===== src/sv/rtc_cal_pkg.sv =====
// Shared types, codes and calendar helper functions for the RTC calendar block.
package rtc_cal_pkg;

    localparam int unsigned DAY_SECONDS = 86400;
    localparam int unsigned SOD_W       = 17;
    localparam int unsigned ALARM_W     = 18;
    localparam int unsigned IN_W        = 40;
    localparam int unsigned OUT_W       = 40;
    localparam int unsigned LAST_YEAR   = 99;

    typedef enum logic [2:0] {
        MODE_TICK      = 3'd0,
        MODE_SET_TIME  = 3'd1,
        MODE_SET_DATE  = 3'd2,
        MODE_SET_ALARM = 3'd3,
        MODE_READ      = 3'd4
    } mode_t;

    typedef struct packed {
        logic [4:0] hours;
        logic [5:0] minutes;
        logic [5:0] seconds;
        logic       hit;
        logic       armed;
    } rtc_cal_time_t;

    typedef struct packed {
        logic [6:0] year;
        logic [3:0] month;
        logic [4:0] day;
        logic [2:0] weekday;
    } rtc_cal_date_t;

    // h*3600 + m*60 + s, taken as given; fits 17 bits for any field pattern
    function automatic logic [SOD_W-1:0] hms_count(
        input logic [4:0] h,
        input logic [5:0] m,
        input logic [5:0] s
    );
        hms_count = SOD_W'(h) * SOD_W'(3600) + SOD_W'(m) * SOD_W'(60) + SOD_W'(s);
    endfunction

    // Years 2000..2099: every fourth year is a leap year (2000 divides by 400)
    function automatic logic [4:0] month_len(
        input logic [6:0] yoff,
        input logic [3:0] m
    );
        logic leap;
        leap = (yoff[1:0] == 2'b00);
        case (m)
            4'd2:                         month_len = leap ? 5'd29 : 5'd28;
            4'd4, 4'd6, 4'd9, 4'd11:      month_len = 5'd30;
            default:                      month_len = 5'd31;
        endcase
    endfunction

    // (23 * m) / 9 for months 1..12
    function automatic logic [4:0] month_term(input logic [3:0] m);
        case (m)
            4'd1:    month_term = 5'd2;
            4'd2:    month_term = 5'd5;
            4'd3:    month_term = 5'd7;
            4'd4:    month_term = 5'd10;
            4'd5:    month_term = 5'd12;
            4'd6:    month_term = 5'd15;
            4'd7:    month_term = 5'd17;
            4'd8:    month_term = 5'd20;
            4'd9:    month_term = 5'd23;
            4'd10:   month_term = 5'd25;
            4'd11:   month_term = 5'd28;
            4'd12:   month_term = 5'd30;
            default: month_term = 5'd0;
        endcase
    endfunction

    // x mod 7 for x < 256: reciprocal estimate, then one correction
    function automatic logic [2:0] mod7(input logic [7:0] x);
        logic [15:0] prod;
        logic [7:0]  q;
        logic [7:0]  r;
        prod = 16'(x) * 16'd73;
        q    = 8'(prod >> 9);
        r    = x - 8'(q * 8'd7);
        if (r >= 8'd7)
            r = r - 8'd7;
        mod7 = r[2:0];
    endfunction

    // Weekday, 0 Sunday, for a valid date in 2000..2099. The year part of the
    // formula reduces mod 7 to yoff + leap count plus a small constant.
    function automatic logic [2:0] weekday_of(
        input logic [6:0] yoff,
        input logic [3:0] m,
        input logic [4:0] d
    );
        logic [6:0] yprev;
        logic [4:0] leaps;
        logic [2:0] k;
        logic [7:0] sum;
        yprev = yoff - 7'd1;
        if (m < 4'd3) begin
            leaps = (yoff == 7'd0) ? 5'd0 : 5'(yprev >> 2);
            k     = (yoff == 7'd0) ? 3'd3 : 3'd4;
        end
        else begin
            leaps = 5'(yoff >> 2);
            k     = 3'd2;
        end
        sum = 8'(month_term(m)) + 8'(d) + 8'(yoff) + 8'(leaps) + 8'(k);
        weekday_of = mod7(sum);
    endfunction

endpackage


===== src/sv/rtc_calendar_with_alarm_top.sv =====
// Top level of the RTC calendar with alarm: input word register, update logic, output register.
// Calendar clock with alarm driven by command words: tick, set time, set date,
// set alarm or read. Every accepted word yields exactly one result word with
// the time, date and weekday after the command plus the alarm hit and armed
// flags. The block takes one word per clock while the output side takes results;
// m_axis_tready low stalls it. A word is held in the input register, the time
// and date logic updates the state from it when the word is processed, and the
// result lands in the output register at the same edge as that state update.
// The shared state is read and written in that one update, which sets the
// one-word-per-cycle rate.
module rtc_calendar_with_alarm_top (
    input  logic                          clk,
    input  logic                          rst_n,
    input  logic                          s_axis_tvalid,
    output logic                          s_axis_tready,
    // mode[2:0], in_hours[7:3], in_minutes[13:8], in_seconds[19:14],
    // in_year[26:20], in_month[30:27], in_day[35:31], zero fill[39:36]
    input  logic [rtc_cal_pkg::IN_W-1:0]  s_axis_tdata,
    output logic                          m_axis_tvalid,
    input  logic                          m_axis_tready,
    // out_hours[4:0], out_minutes[10:5], out_seconds[16:11], out_year[23:17],
    // out_month[27:24], out_day[32:28], out_weekday[35:33], alarm_hit[36],
    // alarm_armed[37], zero fill[39:38]
    output logic [rtc_cal_pkg::OUT_W-1:0] m_axis_tdata
);
    import rtc_cal_pkg::*;

    logic              in_valid_reg;
    logic [IN_W-1:0]   in_data_reg;
    logic              out_valid_reg;
    logic [OUT_W-1:0]  out_data_reg;

    logic              fire;
    logic              take;
    logic              day_carry;
    mode_t             mode;
    rtc_cal_time_t     time_next;
    rtc_cal_date_t     date_next;
    logic [OUT_W-1:0]  result;

    // process the held word when the output register is free or draining
    assign fire          = in_valid_reg && (!out_valid_reg || m_axis_tready);
    assign s_axis_tready = !in_valid_reg || fire;
    assign take          = s_axis_tvalid && s_axis_tready;
    assign mode          = mode_t'(in_data_reg[2:0]);

    rtc_cal_time u_time (
        .clk        (clk),
        .rst_n      (rst_n),
        .fire       (fire),
        .mode       (mode),
        .in_hours   (in_data_reg[7:3]),
        .in_minutes (in_data_reg[13:8]),
        .in_seconds (in_data_reg[19:14]),
        .day_carry  (day_carry),
        .time_next  (time_next)
    );

    rtc_cal_date u_date (
        .clk       (clk),
        .rst_n     (rst_n),
        .fire      (fire),
        .mode      (mode),
        .day_carry (day_carry),
        .in_year   (in_data_reg[26:20]),
        .in_month  (in_data_reg[30:27]),
        .in_day    (in_data_reg[35:31]),
        .date_next (date_next)
    );

    assign result = {2'b00, time_next.armed, time_next.hit, date_next.weekday,
                     date_next.day, date_next.month, date_next.year,
                     time_next.seconds, time_next.minutes, time_next.hours};

    always_ff @(posedge clk or negedge rst_n)
    begin
        if (!rst_n)
        begin
            in_valid_reg  <= 1'b0;
            out_valid_reg <= 1'b0;
        end
        else
        begin
            if (take)
                in_valid_reg <= 1'b1;
            else if (fire)
                in_valid_reg <= 1'b0;
            if (fire)
                out_valid_reg <= 1'b1;
            else if (m_axis_tready)
                out_valid_reg <= 1'b0;
        end
    end

    always_ff @(posedge clk)
    begin
        if (take)
            in_data_reg <= s_axis_tdata;
        if (fire)
            out_data_reg <= result;
    end

    assign m_axis_tvalid = out_valid_reg;
    assign m_axis_tdata  = out_data_reg;

endmodule


===== src/sv/rtc_cal_time.sv =====
// Time-of-day counter, set-time normalization and alarm compare/adjust.
module rtc_cal_time (
    input  logic                   clk,
    input  logic                   rst_n,
    input  logic                   fire,
    input  rtc_cal_pkg::mode_t     mode,
    input  logic [4:0]             in_hours,
    input  logic [5:0]             in_minutes,
    input  logic [5:0]             in_seconds,
    output logic                   day_carry,
    output rtc_cal_pkg::rtc_cal_time_t time_next
);
    import rtc_cal_pkg::*;

    logic [4:0]         hours_reg,   hours_next;
    logic [5:0]         minutes_reg, minutes_next;
    logic [5:0]         seconds_reg, seconds_next;
    logic [SOD_W-1:0]   sod_reg,     sod_next;
    logic [ALARM_W-1:0] alarm_reg,   alarm_next;
    logic               armed_reg,   armed_next;
    logic               hit;

    logic [SOD_W-1:0]   sod_inc;
    logic               wrap;
    logic [SOD_W-1:0]   count_in;
    logic               sec_ovf;
    logic [5:0]         s_norm;
    logic [6:0]         m_sum;
    logic               min_ovf;
    logic [5:0]         m_norm;
    logic [5:0]         h_norm;

    assign sod_inc  = sod_reg + SOD_W'(1);
    assign wrap     = (sod_inc == SOD_W'(DAY_SECONDS));
    assign count_in = hms_count(in_hours, in_minutes, in_seconds);

    // carry seconds and minutes above 59 into the next field
    assign sec_ovf = (in_seconds >= 6'd60);
    assign s_norm  = sec_ovf ? in_seconds - 6'd60 : in_seconds;
    assign m_sum   = {1'b0, in_minutes} + 7'(sec_ovf);
    assign min_ovf = (m_sum >= 7'd60);
    assign m_norm  = 6'(min_ovf ? m_sum - 7'd60 : m_sum);
    assign h_norm  = {1'b0, in_hours} + 6'(min_ovf);

    always_comb
    begin
        hours_next   = hours_reg;
        minutes_next = minutes_reg;
        seconds_next = seconds_reg;
        sod_next     = sod_reg;
        alarm_next   = alarm_reg;
        armed_next   = armed_reg;
        hit          = 1'b0;
        day_carry    = 1'b0;
        if (fire)
        begin
            case (mode)
                MODE_TICK:
                begin
                    hit = armed_reg && ({1'b0, sod_inc} == alarm_reg);
                    if (wrap)
                    begin
                        day_carry    = 1'b1;
                        sod_next     = '0;
                        hours_next   = '0;
                        minutes_next = '0;
                        seconds_next = '0;
                        if (armed_reg && (alarm_reg > ALARM_W'(DAY_SECONDS)))
                            alarm_next = alarm_reg - ALARM_W'(DAY_SECONDS);
                        else
                            armed_next = 1'b0;
                    end
                    else
                    begin
                        sod_next = sod_inc;
                        if (seconds_reg != 6'd59)
                            seconds_next = seconds_reg + 6'd1;
                        else
                        begin
                            seconds_next = '0;
                            if (minutes_reg != 6'd59)
                                minutes_next = minutes_reg + 6'd1;
                            else
                            begin
                                minutes_next = '0;
                                hours_next   = hours_reg + 5'd1;
                            end
                        end
                    end
                end
                MODE_SET_TIME:
                begin
                    if (count_in >= SOD_W'(DAY_SECONDS))
                    begin
                        sod_next     = SOD_W'(DAY_SECONDS - 1);
                        hours_next   = 5'd23;
                        minutes_next = 6'd59;
                        seconds_next = 6'd59;
                    end
                    else
                    begin
                        sod_next     = count_in;
                        hours_next   = h_norm[4:0];
                        minutes_next = m_norm;
                        seconds_next = s_norm;
                    end
                end
                MODE_SET_ALARM:
                begin
                    // alarm before now: push it into tomorrow
                    if (count_in < sod_reg)
                        alarm_next = {1'b0, count_in} + ALARM_W'(DAY_SECONDS);
                    else
                        alarm_next = {1'b0, count_in};
                    armed_next = 1'b1;
                end
                default:
                begin
                    hit = 1'b0;
                end
            endcase
        end
    end

    always_ff @(posedge clk or negedge rst_n)
    begin
        if (!rst_n)
        begin
            hours_reg   <= '0;
            minutes_reg <= '0;
            seconds_reg <= '0;
            sod_reg     <= '0;
            alarm_reg   <= '0;
            armed_reg   <= 1'b0;
        end
        else
        begin
            hours_reg   <= hours_next;
            minutes_reg <= minutes_next;
            seconds_reg <= seconds_next;
            sod_reg     <= sod_next;
            alarm_reg   <= alarm_next;
            armed_reg   <= armed_next;
        end
    end

    assign time_next.hours   = hours_next;
    assign time_next.minutes = minutes_next;
    assign time_next.seconds = seconds_next;
    assign time_next.hit     = hit;
    assign time_next.armed   = armed_next;

endmodule


===== src/sv/rtc_cal_date.sv =====
// Calendar date registers: next-day advance, set-date clamping and weekday.
module rtc_cal_date (
    input  logic                       clk,
    input  logic                       rst_n,
    input  logic                       fire,
    input  rtc_cal_pkg::mode_t         mode,
    input  logic                       day_carry,
    input  logic [6:0]                 in_year,
    input  logic [3:0]                 in_month,
    input  logic [4:0]                 in_day,
    output rtc_cal_pkg::rtc_cal_date_t date_next
);
    import rtc_cal_pkg::*;

    logic [6:0] year_reg,  year_next;
    logic [3:0] month_reg, month_next;
    logic [4:0] day_reg,   day_next;
    logic [2:0] wday_reg,  wday_next;

    logic       set_date;
    logic [4:0] cur_len;
    logic [6:0] adv_year;
    logic [3:0] adv_month;
    logic [4:0] adv_day;
    logic [6:0] set_year;
    logic [3:0] set_month;
    logic [4:0] set_len;
    logic [4:0] set_day;
    logic [6:0] cand_year;
    logic [3:0] cand_month;
    logic [4:0] cand_day;
    logic [2:0] cand_wday;

    assign set_date = fire && (mode == MODE_SET_DATE);

    // advance one day
    assign cur_len = month_len(year_reg, month_reg);
    always_comb
    begin
        adv_year  = year_reg;
        adv_month = month_reg;
        adv_day   = day_reg;
        if (day_reg < cur_len)
            adv_day = day_reg + 5'd1;
        else if (month_reg < 4'd12)
        begin
            adv_month = month_reg + 4'd1;
            adv_day   = 5'd1;
        end
        else
        begin
            adv_month = 4'd1;
            adv_day   = 5'd1;
            adv_year  = (year_reg >= 7'(LAST_YEAR)) ? 7'd0 : year_reg + 7'd1;
        end
    end

    // clamp the written date into range
    always_comb
    begin
        set_year  = (in_year >= 7'd100) ? in_year - 7'd100 : in_year;
        set_month = in_month;
        if (set_month == 4'd0)
            set_month = 4'd1;
        if (set_month > 4'd12)
            set_month = 4'd12;
        set_len = month_len(set_year, set_month);
        set_day = in_day;
        if (set_day == 5'd0)
            set_day = 5'd1;
        if (set_day > set_len)
            set_day = set_len;
    end

    assign cand_year  = set_date ? set_year  : adv_year;
    assign cand_month = set_date ? set_month : adv_month;
    assign cand_day   = set_date ? set_day   : adv_day;
    assign cand_wday  = weekday_of(cand_year, cand_month, cand_day);

    always_comb
    begin
        year_next  = year_reg;
        month_next = month_reg;
        day_next   = day_reg;
        wday_next  = wday_reg;
        if (set_date || day_carry)
        begin
            year_next  = cand_year;
            month_next = cand_month;
            day_next   = cand_day;
            wday_next  = cand_wday;
        end
    end

    always_ff @(posedge clk or negedge rst_n)
    begin
        if (!rst_n)
        begin
            year_reg  <= '0;
            month_reg <= 4'd1;
            day_reg   <= 5'd1;
            wday_reg  <= 3'd6;
        end
        else
        begin
            year_reg  <= year_next;
            month_reg <= month_next;
            day_reg   <= day_next;
            wday_reg  <= wday_next;
        end
    end

    assign date_next.year    = year_next;
    assign date_next.month   = month_next;
    assign date_next.day     = day_next;
    assign date_next.weekday = wday_next;

endmodule


===== config.mk =====
export PLATFORM = sky130hd
export DESIGN_NAME = rtc_calendar_with_alarm_top
export DESIGN_NICKNAME = d
export VERILOG_FILES = /design/src/sv/rtc_cal_pkg.sv /design/src/sv/rtc_calendar_with_alarm_top.sv /design/src/sv/rtc_cal_time.sv /design/src/sv/rtc_cal_date.sv
export SDC_FILE = /design/constraint.sdc
export NUM_CORES = 1
export LEC_CHECK = 0
export ABC_AREA = 1
export BUFFER_PORTS_ARGS = -buffer_cell sky130_fd_sc_hd__buf_2
export CAP_MARGIN = 10
export CORE_MARGIN = 2
export CORE_UTILIZATION = 46
export CTS_CLUSTER_DIAMETER = 50
export DETAILED_ROUTE_END_ITERATION = 16
export PLACE_DENSITY = 0.67
export SYNTH_ARGS = -nofsm -noshare
export SYNTH_HDL_FRONTEND = slang
export SYNTH_SLANG_ARGS = --single-unit

===== constraint.sdc =====
create_clock -name clk -period 9.6 [get_ports clk]
set_clock_uncertainty 0.05 [all_clocks]
set_input_delay 0.96 -clock clk [delete_from_list [all_inputs] [get_ports clk]]
set_output_delay 0.96 -clock clk [all_outputs]
set_load 0.01 [all_outputs]

==> impl_metrics.json, run 1 <==
{
  "status": "finished with violations",
  "violations": "negative setup slack",
  "syn_inst": 1783,
  "die_h_um": 174,
  "rsz0062_at_grt": "yes",
  "whs_ns": 0.330,
  "max_stage_delay_ns": 0.55,
  "synth_top_area_share_pct": 16.6,
  "grt_max_degree": 59,
  "fp.dieW_um": 174,
  "fin_nets": 2194,
  "largest_register_ffs": 38,
  "pin_count": 86,
  "root_buffer": "clkbuf_16",
  "dp.final_hpwl_um": 25400,
  "core_area_um2": 28600,
  "yosysSeqAreaShare_pct": 30.5,
  "routedWlPerCell_um": 14.7,
  "ff2ff_setup_slack_ns": -0.33,
  "r2r_end": "m_axis_tdata[35]",
  "fmax_mhz": 101,
  "crit_arrival_ns": 10.08,
  "wl_um": 34800,
  "synth-edff-count": 74,
  "worst_setup_path_end_kind": "flip-flop",
  "grt_pass1_wl_um": 56400,
  "crit_fanout": 6,
  "fp-row-count": 62,
  "ys_types": 56,
  "initial_core_util_pct": 46.7,
  "avgSynthCellArea_um2": 7.49,
  "crit_type": "reg2reg",
  "antenna_found_initial": 0,
  "antenna_left": 0,
  "drive_gt1_share_pct": 19.6,
  "min_period_ns": 9.93,
  "io_buffer_count": 79,
  "drt-pass1-iter-count": 5,
  "yosysWarningCount": 0,
  "hold_class": "in2async",
  "cp-start-kind": "flip-flop",
  "place_ws_ns": -0.355,
  "dp.cells": 2305,
  "worst_pin_slew_ns": 1.16,
  "grt_pass1_vias": 11800,
  "cts_buffers": 17,
  "clk_path_buf_depth": 2,
  "ys.flop_type": "edfxtp_1",
  "num_vias": 12200,
  "required_ns": 9.75,
  "hold_viol_final": 0,
  "maxSlewHeadroom_pct": 22.1,
  "grt_overflow": 0,
  "grt_use_total_pct": 22.8,
  "fin_ws_ns": -0.332,
  "clk_latency_ns": 0.44,
  "clock_sinks": 148,
  "finalSetupViolCount": 6,
  "netlist_area_um2": 13400,
  "nFillCells": 2556,
  "synth_top_cell_by_area": "edfxtp_1",
  "drv_cap": 0,
  "stdcell_count": 2363,
  "dr.first_iter.drc_count": 919,
  "timing.rr.start": "u_date.month_reg[0]",
  "cpMaxStageDelayCell": "fa_1",
  "drc": 0,
  "gp_congestion": 0.952,
  "ys_ff_latch": 148,
  "n_antenna_cell": 0,
  "critPathMostFrequentCell": "nand2_2",
  "r2r_cells": 58,
  "synthTopCellsByArea": "edfxtp_1 (17%), ha_1 (15%), dfrtp_1 (13%)",
  "syn_to_final_growth_pct": 21.2,
  "period_share_pct": 103,
  "async_reset_ff_share_pct": 50.0,
  "cts_tree": "done",
  "routed_via_density": 5.16,
  "clk_pin_slew_worst_paths_ns": 0.07,
  "htreeDepth": 4,
  "dieArea_um2": 30400,
  "timing.final.max_slew_violations": 0
}
[layout by cell type, fill, tap and decap left out, drive strengths merged, types with 44 or more instances in the layout]
cell type,Yosys,final
nand3,142,142
a21oi,101,101
nand2,456,456
edfxtp,74,74
buf,19,196
nor2,102,102
o21ai,104,104
xor2,44,44
dfrtp,70,70
ha,155,155
inv,317,326
[worst max-delay path, delay by kind of cell (launching register included)]
family,cells,cell delay (ns)
fa+ha+maj,14,4.67
simple gates,23,2.04
buf+inv,10,0.81
xor+xnor,4,0.80
compound gates,7,0.77
flops,1,0.53
[Yosys cell counts, types with 3 or more instances]
| library cell | instances |
|---|---|
| o2111ai_1 | 3 |
| buf_2 | 8 |
| nand2_4 | 3 |
| a21oi_1 | 100 |
| a31oi_1 | 4 |
| clkbuf_1 | 14 |
| ha_1 | 155 |
| xnor2_1 | 23 |
| or2_2 | 10 |
| edfxtp_1 | 74 |
| o22ai_1 | 7 |
| o211ai_1 | 6 |
| xor2_1 | 41 |
| inv_2 | 9 |
| o21ai_0 | 87 |
| a21boi_1 | 6 |
| a21o_1 | 3 |
| nand2_1 | 451 |
| nor2_2 | 8 |
| nand4_1 | 31 |
| xor2_2 | 3 |
| nand3_1 | 142 |
| nor2_1 | 94 |
| inv_1 | 308 |
| dfrtp_1 | 70 |
| nand3b_1 | 4 |
| buf_6 | 4 |
| o21bai_1 | 5 |
| o21ai_1 | 15 |
| dfstp_2 | 4 |
| buf_4 | 5 |
| fa_1 | 29 |
| nor3_1 | 25 |
[what timing repair did]
| action | in CTS | in global routing |
|---|---|---|
| pin swaps | 61 | 52 |
| resized for setup | 34 | 49 |
| setup endpoints to repair | 6 | 6 |
| setup buffers | 21 | 7 |
| hold buffers | 0 | 0 |
[final cells by class]
class | instances | area [um^2] | area share (%)
Multi-Input combinational cell | 1284 | 8500 | 52.5
Inverter | 319 | 1210 | 7.47
Clock buffer | 18 | 439 | 2.71
Tap cell | 384 | 480 | 2.97
Timing Repair Buffer | 196 | 1300 | 8.05
Sequential cell | 148 | 4080 | 25.2
Clock inverter | 14 | 180 | 1.11
[stage by stage]
stage	cell area (um^2)	setup TNS (ns)	util, %
2_1_floorplan	13600	-0.213	-
3_3_place_gp	15000	-0.822	52.5
3_5_place_dp	15000	-1.55	52.5
4_1_cts	15900	-0.117	55.7
5_1_grt	16200	-4.80	56.6
6_report	16200	-1.45	56.6
[worst max-delay path by stage]
stage,depth (start not counted),start,slack (ns),to
after global placement,56,m_axis_tready,-0.24,m_axis_tdata[35]
after CTS,57,u_date.month_reg[0],-0.06,m_axis_tdata[35]
after floorplan,55,u_date.month_reg[0],-0.12,m_axis_tdata[35]
final,58,u_date.month_reg[0],-0.33,m_axis_tdata[35]
after global routing,58,u_date.month_reg[0],-0.90,m_axis_tdata[35]
after detailed placement,57,m_axis_tready,-0.36,m_axis_tdata[35]
[logic make-up after synthesis]
group | share of synthesized area, %
compound gates | 10.1
simple gates | 25.3
xor+xnor | 4.80
fa+ha+maj | 18.9
other cells | 0.0281
flops | 30.5
buf+inv | 10.4
[per-layer routing]
layer	GRT usage, %	wire length, um	part of all wire [%]	vias up
met1	30.8	16000	46	5641
met4	7.04	676	1.9	0
met3	3.72	1870	5.4	48
li1	-	-	-	6151
met5	0	0	0	-
met2	37.5	16300	47	349
Power of run 1 is not shown: default switching activity piles up to over one toggle a cycle in this logic, so the estimate is an artifact.
==> run 2: changes to the inputs <==
--- a/config.mk
+++ b/config.mk
@@ -10,6 +10,7 @@
 export CAP_MARGIN = 10
 export CORE_MARGIN = 2
 export CORE_UTILIZATION = 46
+export CTS_BUF_LIST = sky130_fd_sc_hd__clkbuf_8
 export CTS_CLUSTER_DIAMETER = 50
 export DETAILED_ROUTE_END_ITERATION = 16
 export PLACE_DENSITY = 0.67
==> impl_metrics.json, run 2 (synthesis results as in run 1) <==
{
  "crit_type": "reg2reg",
  "wl_um": 34400,
  "finalSetupViolCount": 6,
  "violations": "negative setup slack",
  "io_buffer_count": 79,
  "clk_path_buf_depth": 2,
  "clk_pin_slew_worst_paths_ns": 0.10,
  "grt_pass1_vias": 11800,
  "clk_latency_ns": 0.47,
  "critPathBufInv": 12,
  "fp.dieW_um": 174,
  "drc": 0,
  "final_common_cell": "nand2_1",
  "cts_tree": "done",
  "htreeDepth": 4,
  "finalInstanceArea_um2": 16000,
  "cp-start-kind": "flip-flop",
  "maxSlewHeadroom_pct": 22.7,
  "place_ws_ns": -0.355,
  "routedWlPerCell_um": 14.5,
  "cp_top_family": "adder cells",
  "min_period_ns": 9.83,
  "fin_nets": 2196,
  "grt_use_total_pct": 22.6,
  "antenna_found_initial": 0,
  "period_share_pct": 102,
  "dp.final_hpwl_um": 25400,
  "syn_to_final_growth_pct": 19.9,
  "critPathMostFrequentCell": "nand2_2",
  "stdcell_count": 2365,
  "crit_fanout": 6,
  "root_buffer": "clkbuf_8",
  "rsz0062_at_grt": "yes",
  "antenna_left": 0,
  "fmax_mhz": 102,
  "cpMaxStageDelayCell": "fa_1",
  "hold_buffers": 0,
  "pin_count": 86,
  "hold_viol_final": 0,
  "fin_ws_ns": -0.227,
  "hold_class": "in2async",
  "placed_area_um2": 15000,
  "grt_overflow": 0,
  "cts_buffers": 17,
  "clock_sinks": 148,
  "dieArea_um2": 30400,
  "grt_max_degree": 59,
  "drv_cap": 0,
  "utilization_pct": 56.0,
  "final_cell_mix": "nand2_1 (436), inv_1 (292), nand3_1 (135), ha_1 (128), buf_4 (116)",
  "initial_core_util_pct": 46.7,
  "gp_congestion": 0.952,
  "crit_arrival_ns": 10.01,
  "dp.cells": 2305,
  "routed_via_density": 5.18,
  "status": "finished with violations",
  "worst_setup_path_end_kind": "flip-flop",
  "max_stage_delay_ns": 0.55,
  "timing.final.max_slew_violations": 0,
  "die_h_um": 174,
  "nFillCells": 2580,
  "fp-row-count": 62,
  "required_ns": 9.78,
  "drt-pass1-iter-count": 5,
  "num_vias": 12300,
  "largest_register_ffs": 38,
  "core_area_um2": 28600,
  "n_antenna_cell": 0,
  "dr.first_iter.drc_count": 881,
  "drive_gt1_share_pct": 19.7,
  "worst_pin_slew_ns": 1.16,
  "grt_pass1_wl_um": 56100
}
run 2: final cells by class:
type | instances | area, um^2 | area share (%)
tap | 384 | 480 | 3.00
clock buffer | 18 | 248 | 1.55
clock inverter | 14 | 180 | 1.12
inverter | 319 | 1210 | 7.55
multi-input combinational | 1284 | 8510 | 53.1
timing repair buffer | 198 | 1320 | 8.21
sequential | 148 | 4080 | 25.5
run 2: what timing repair did:
| action | in CTS | in global routing |
|---|---|---|
| pin swaps | 61 | 57 |
| gates resized for setup | 34 | 48 |
| setup endpoints to repair | 6 | 6 |
| setup buffers | 21 | 8 |
run 2: worst paths after layout:
kind                                          start             endpoint  slack (ns)  depth (start not counted)
worst max-delay path            u_date.month_reg[0]     m_axis_tdata[35]       -0.23                         58
worst min-delay path                          rst_n  u_time.hours_reg[4]        0.30                          1
worst max register to register  u_date.month_reg[0]     m_axis_tdata[35]       -0.23                         58
worst min register to register   u_date.wday_reg[0]   u_date.wday_reg[0]        0.49                          2
max in group asynchronous                     rst_n    u_time.sod_reg[6]        8.11                          2
min in group clk                 u_date.wday_reg[0]   u_date.wday_reg[0]        0.49                          2
run 2: layer usage:
metal,vias up,GRT usage [%],wire length (um)
met1,5684,30.9,15900
met3,56,3.28,1780
li1,6155,-,-
met5,-,0,0
met4,0,7.07,775
met2,359,37.0,16000
run 2: per-stage QoR:
step	setup TNS, ns	hold WS (ns)
after global placement	-0.822	0.435
after detailed placement	-1.55	0.439
after floorplan	-0.213	0.418
after CTS	-0.0966	0.291
final	-0.974	0.300
after global routing	-4.49	0.293
run 2: worst register-to-register path, delay by kind of cell (launching register included):
family / cells / cell delay, ns
adders and majority gates: 13 / 4.03
and+or+nand+nor: 20 / 1.80
buffers and inverters: 12 / 1.21
AOI/OAI and AO/OA: 9 / 1.19
xor gates and xnor gates: 4 / 0.79
DFF: 1 / 0.54
Power of run 2 is left out for the same reason.
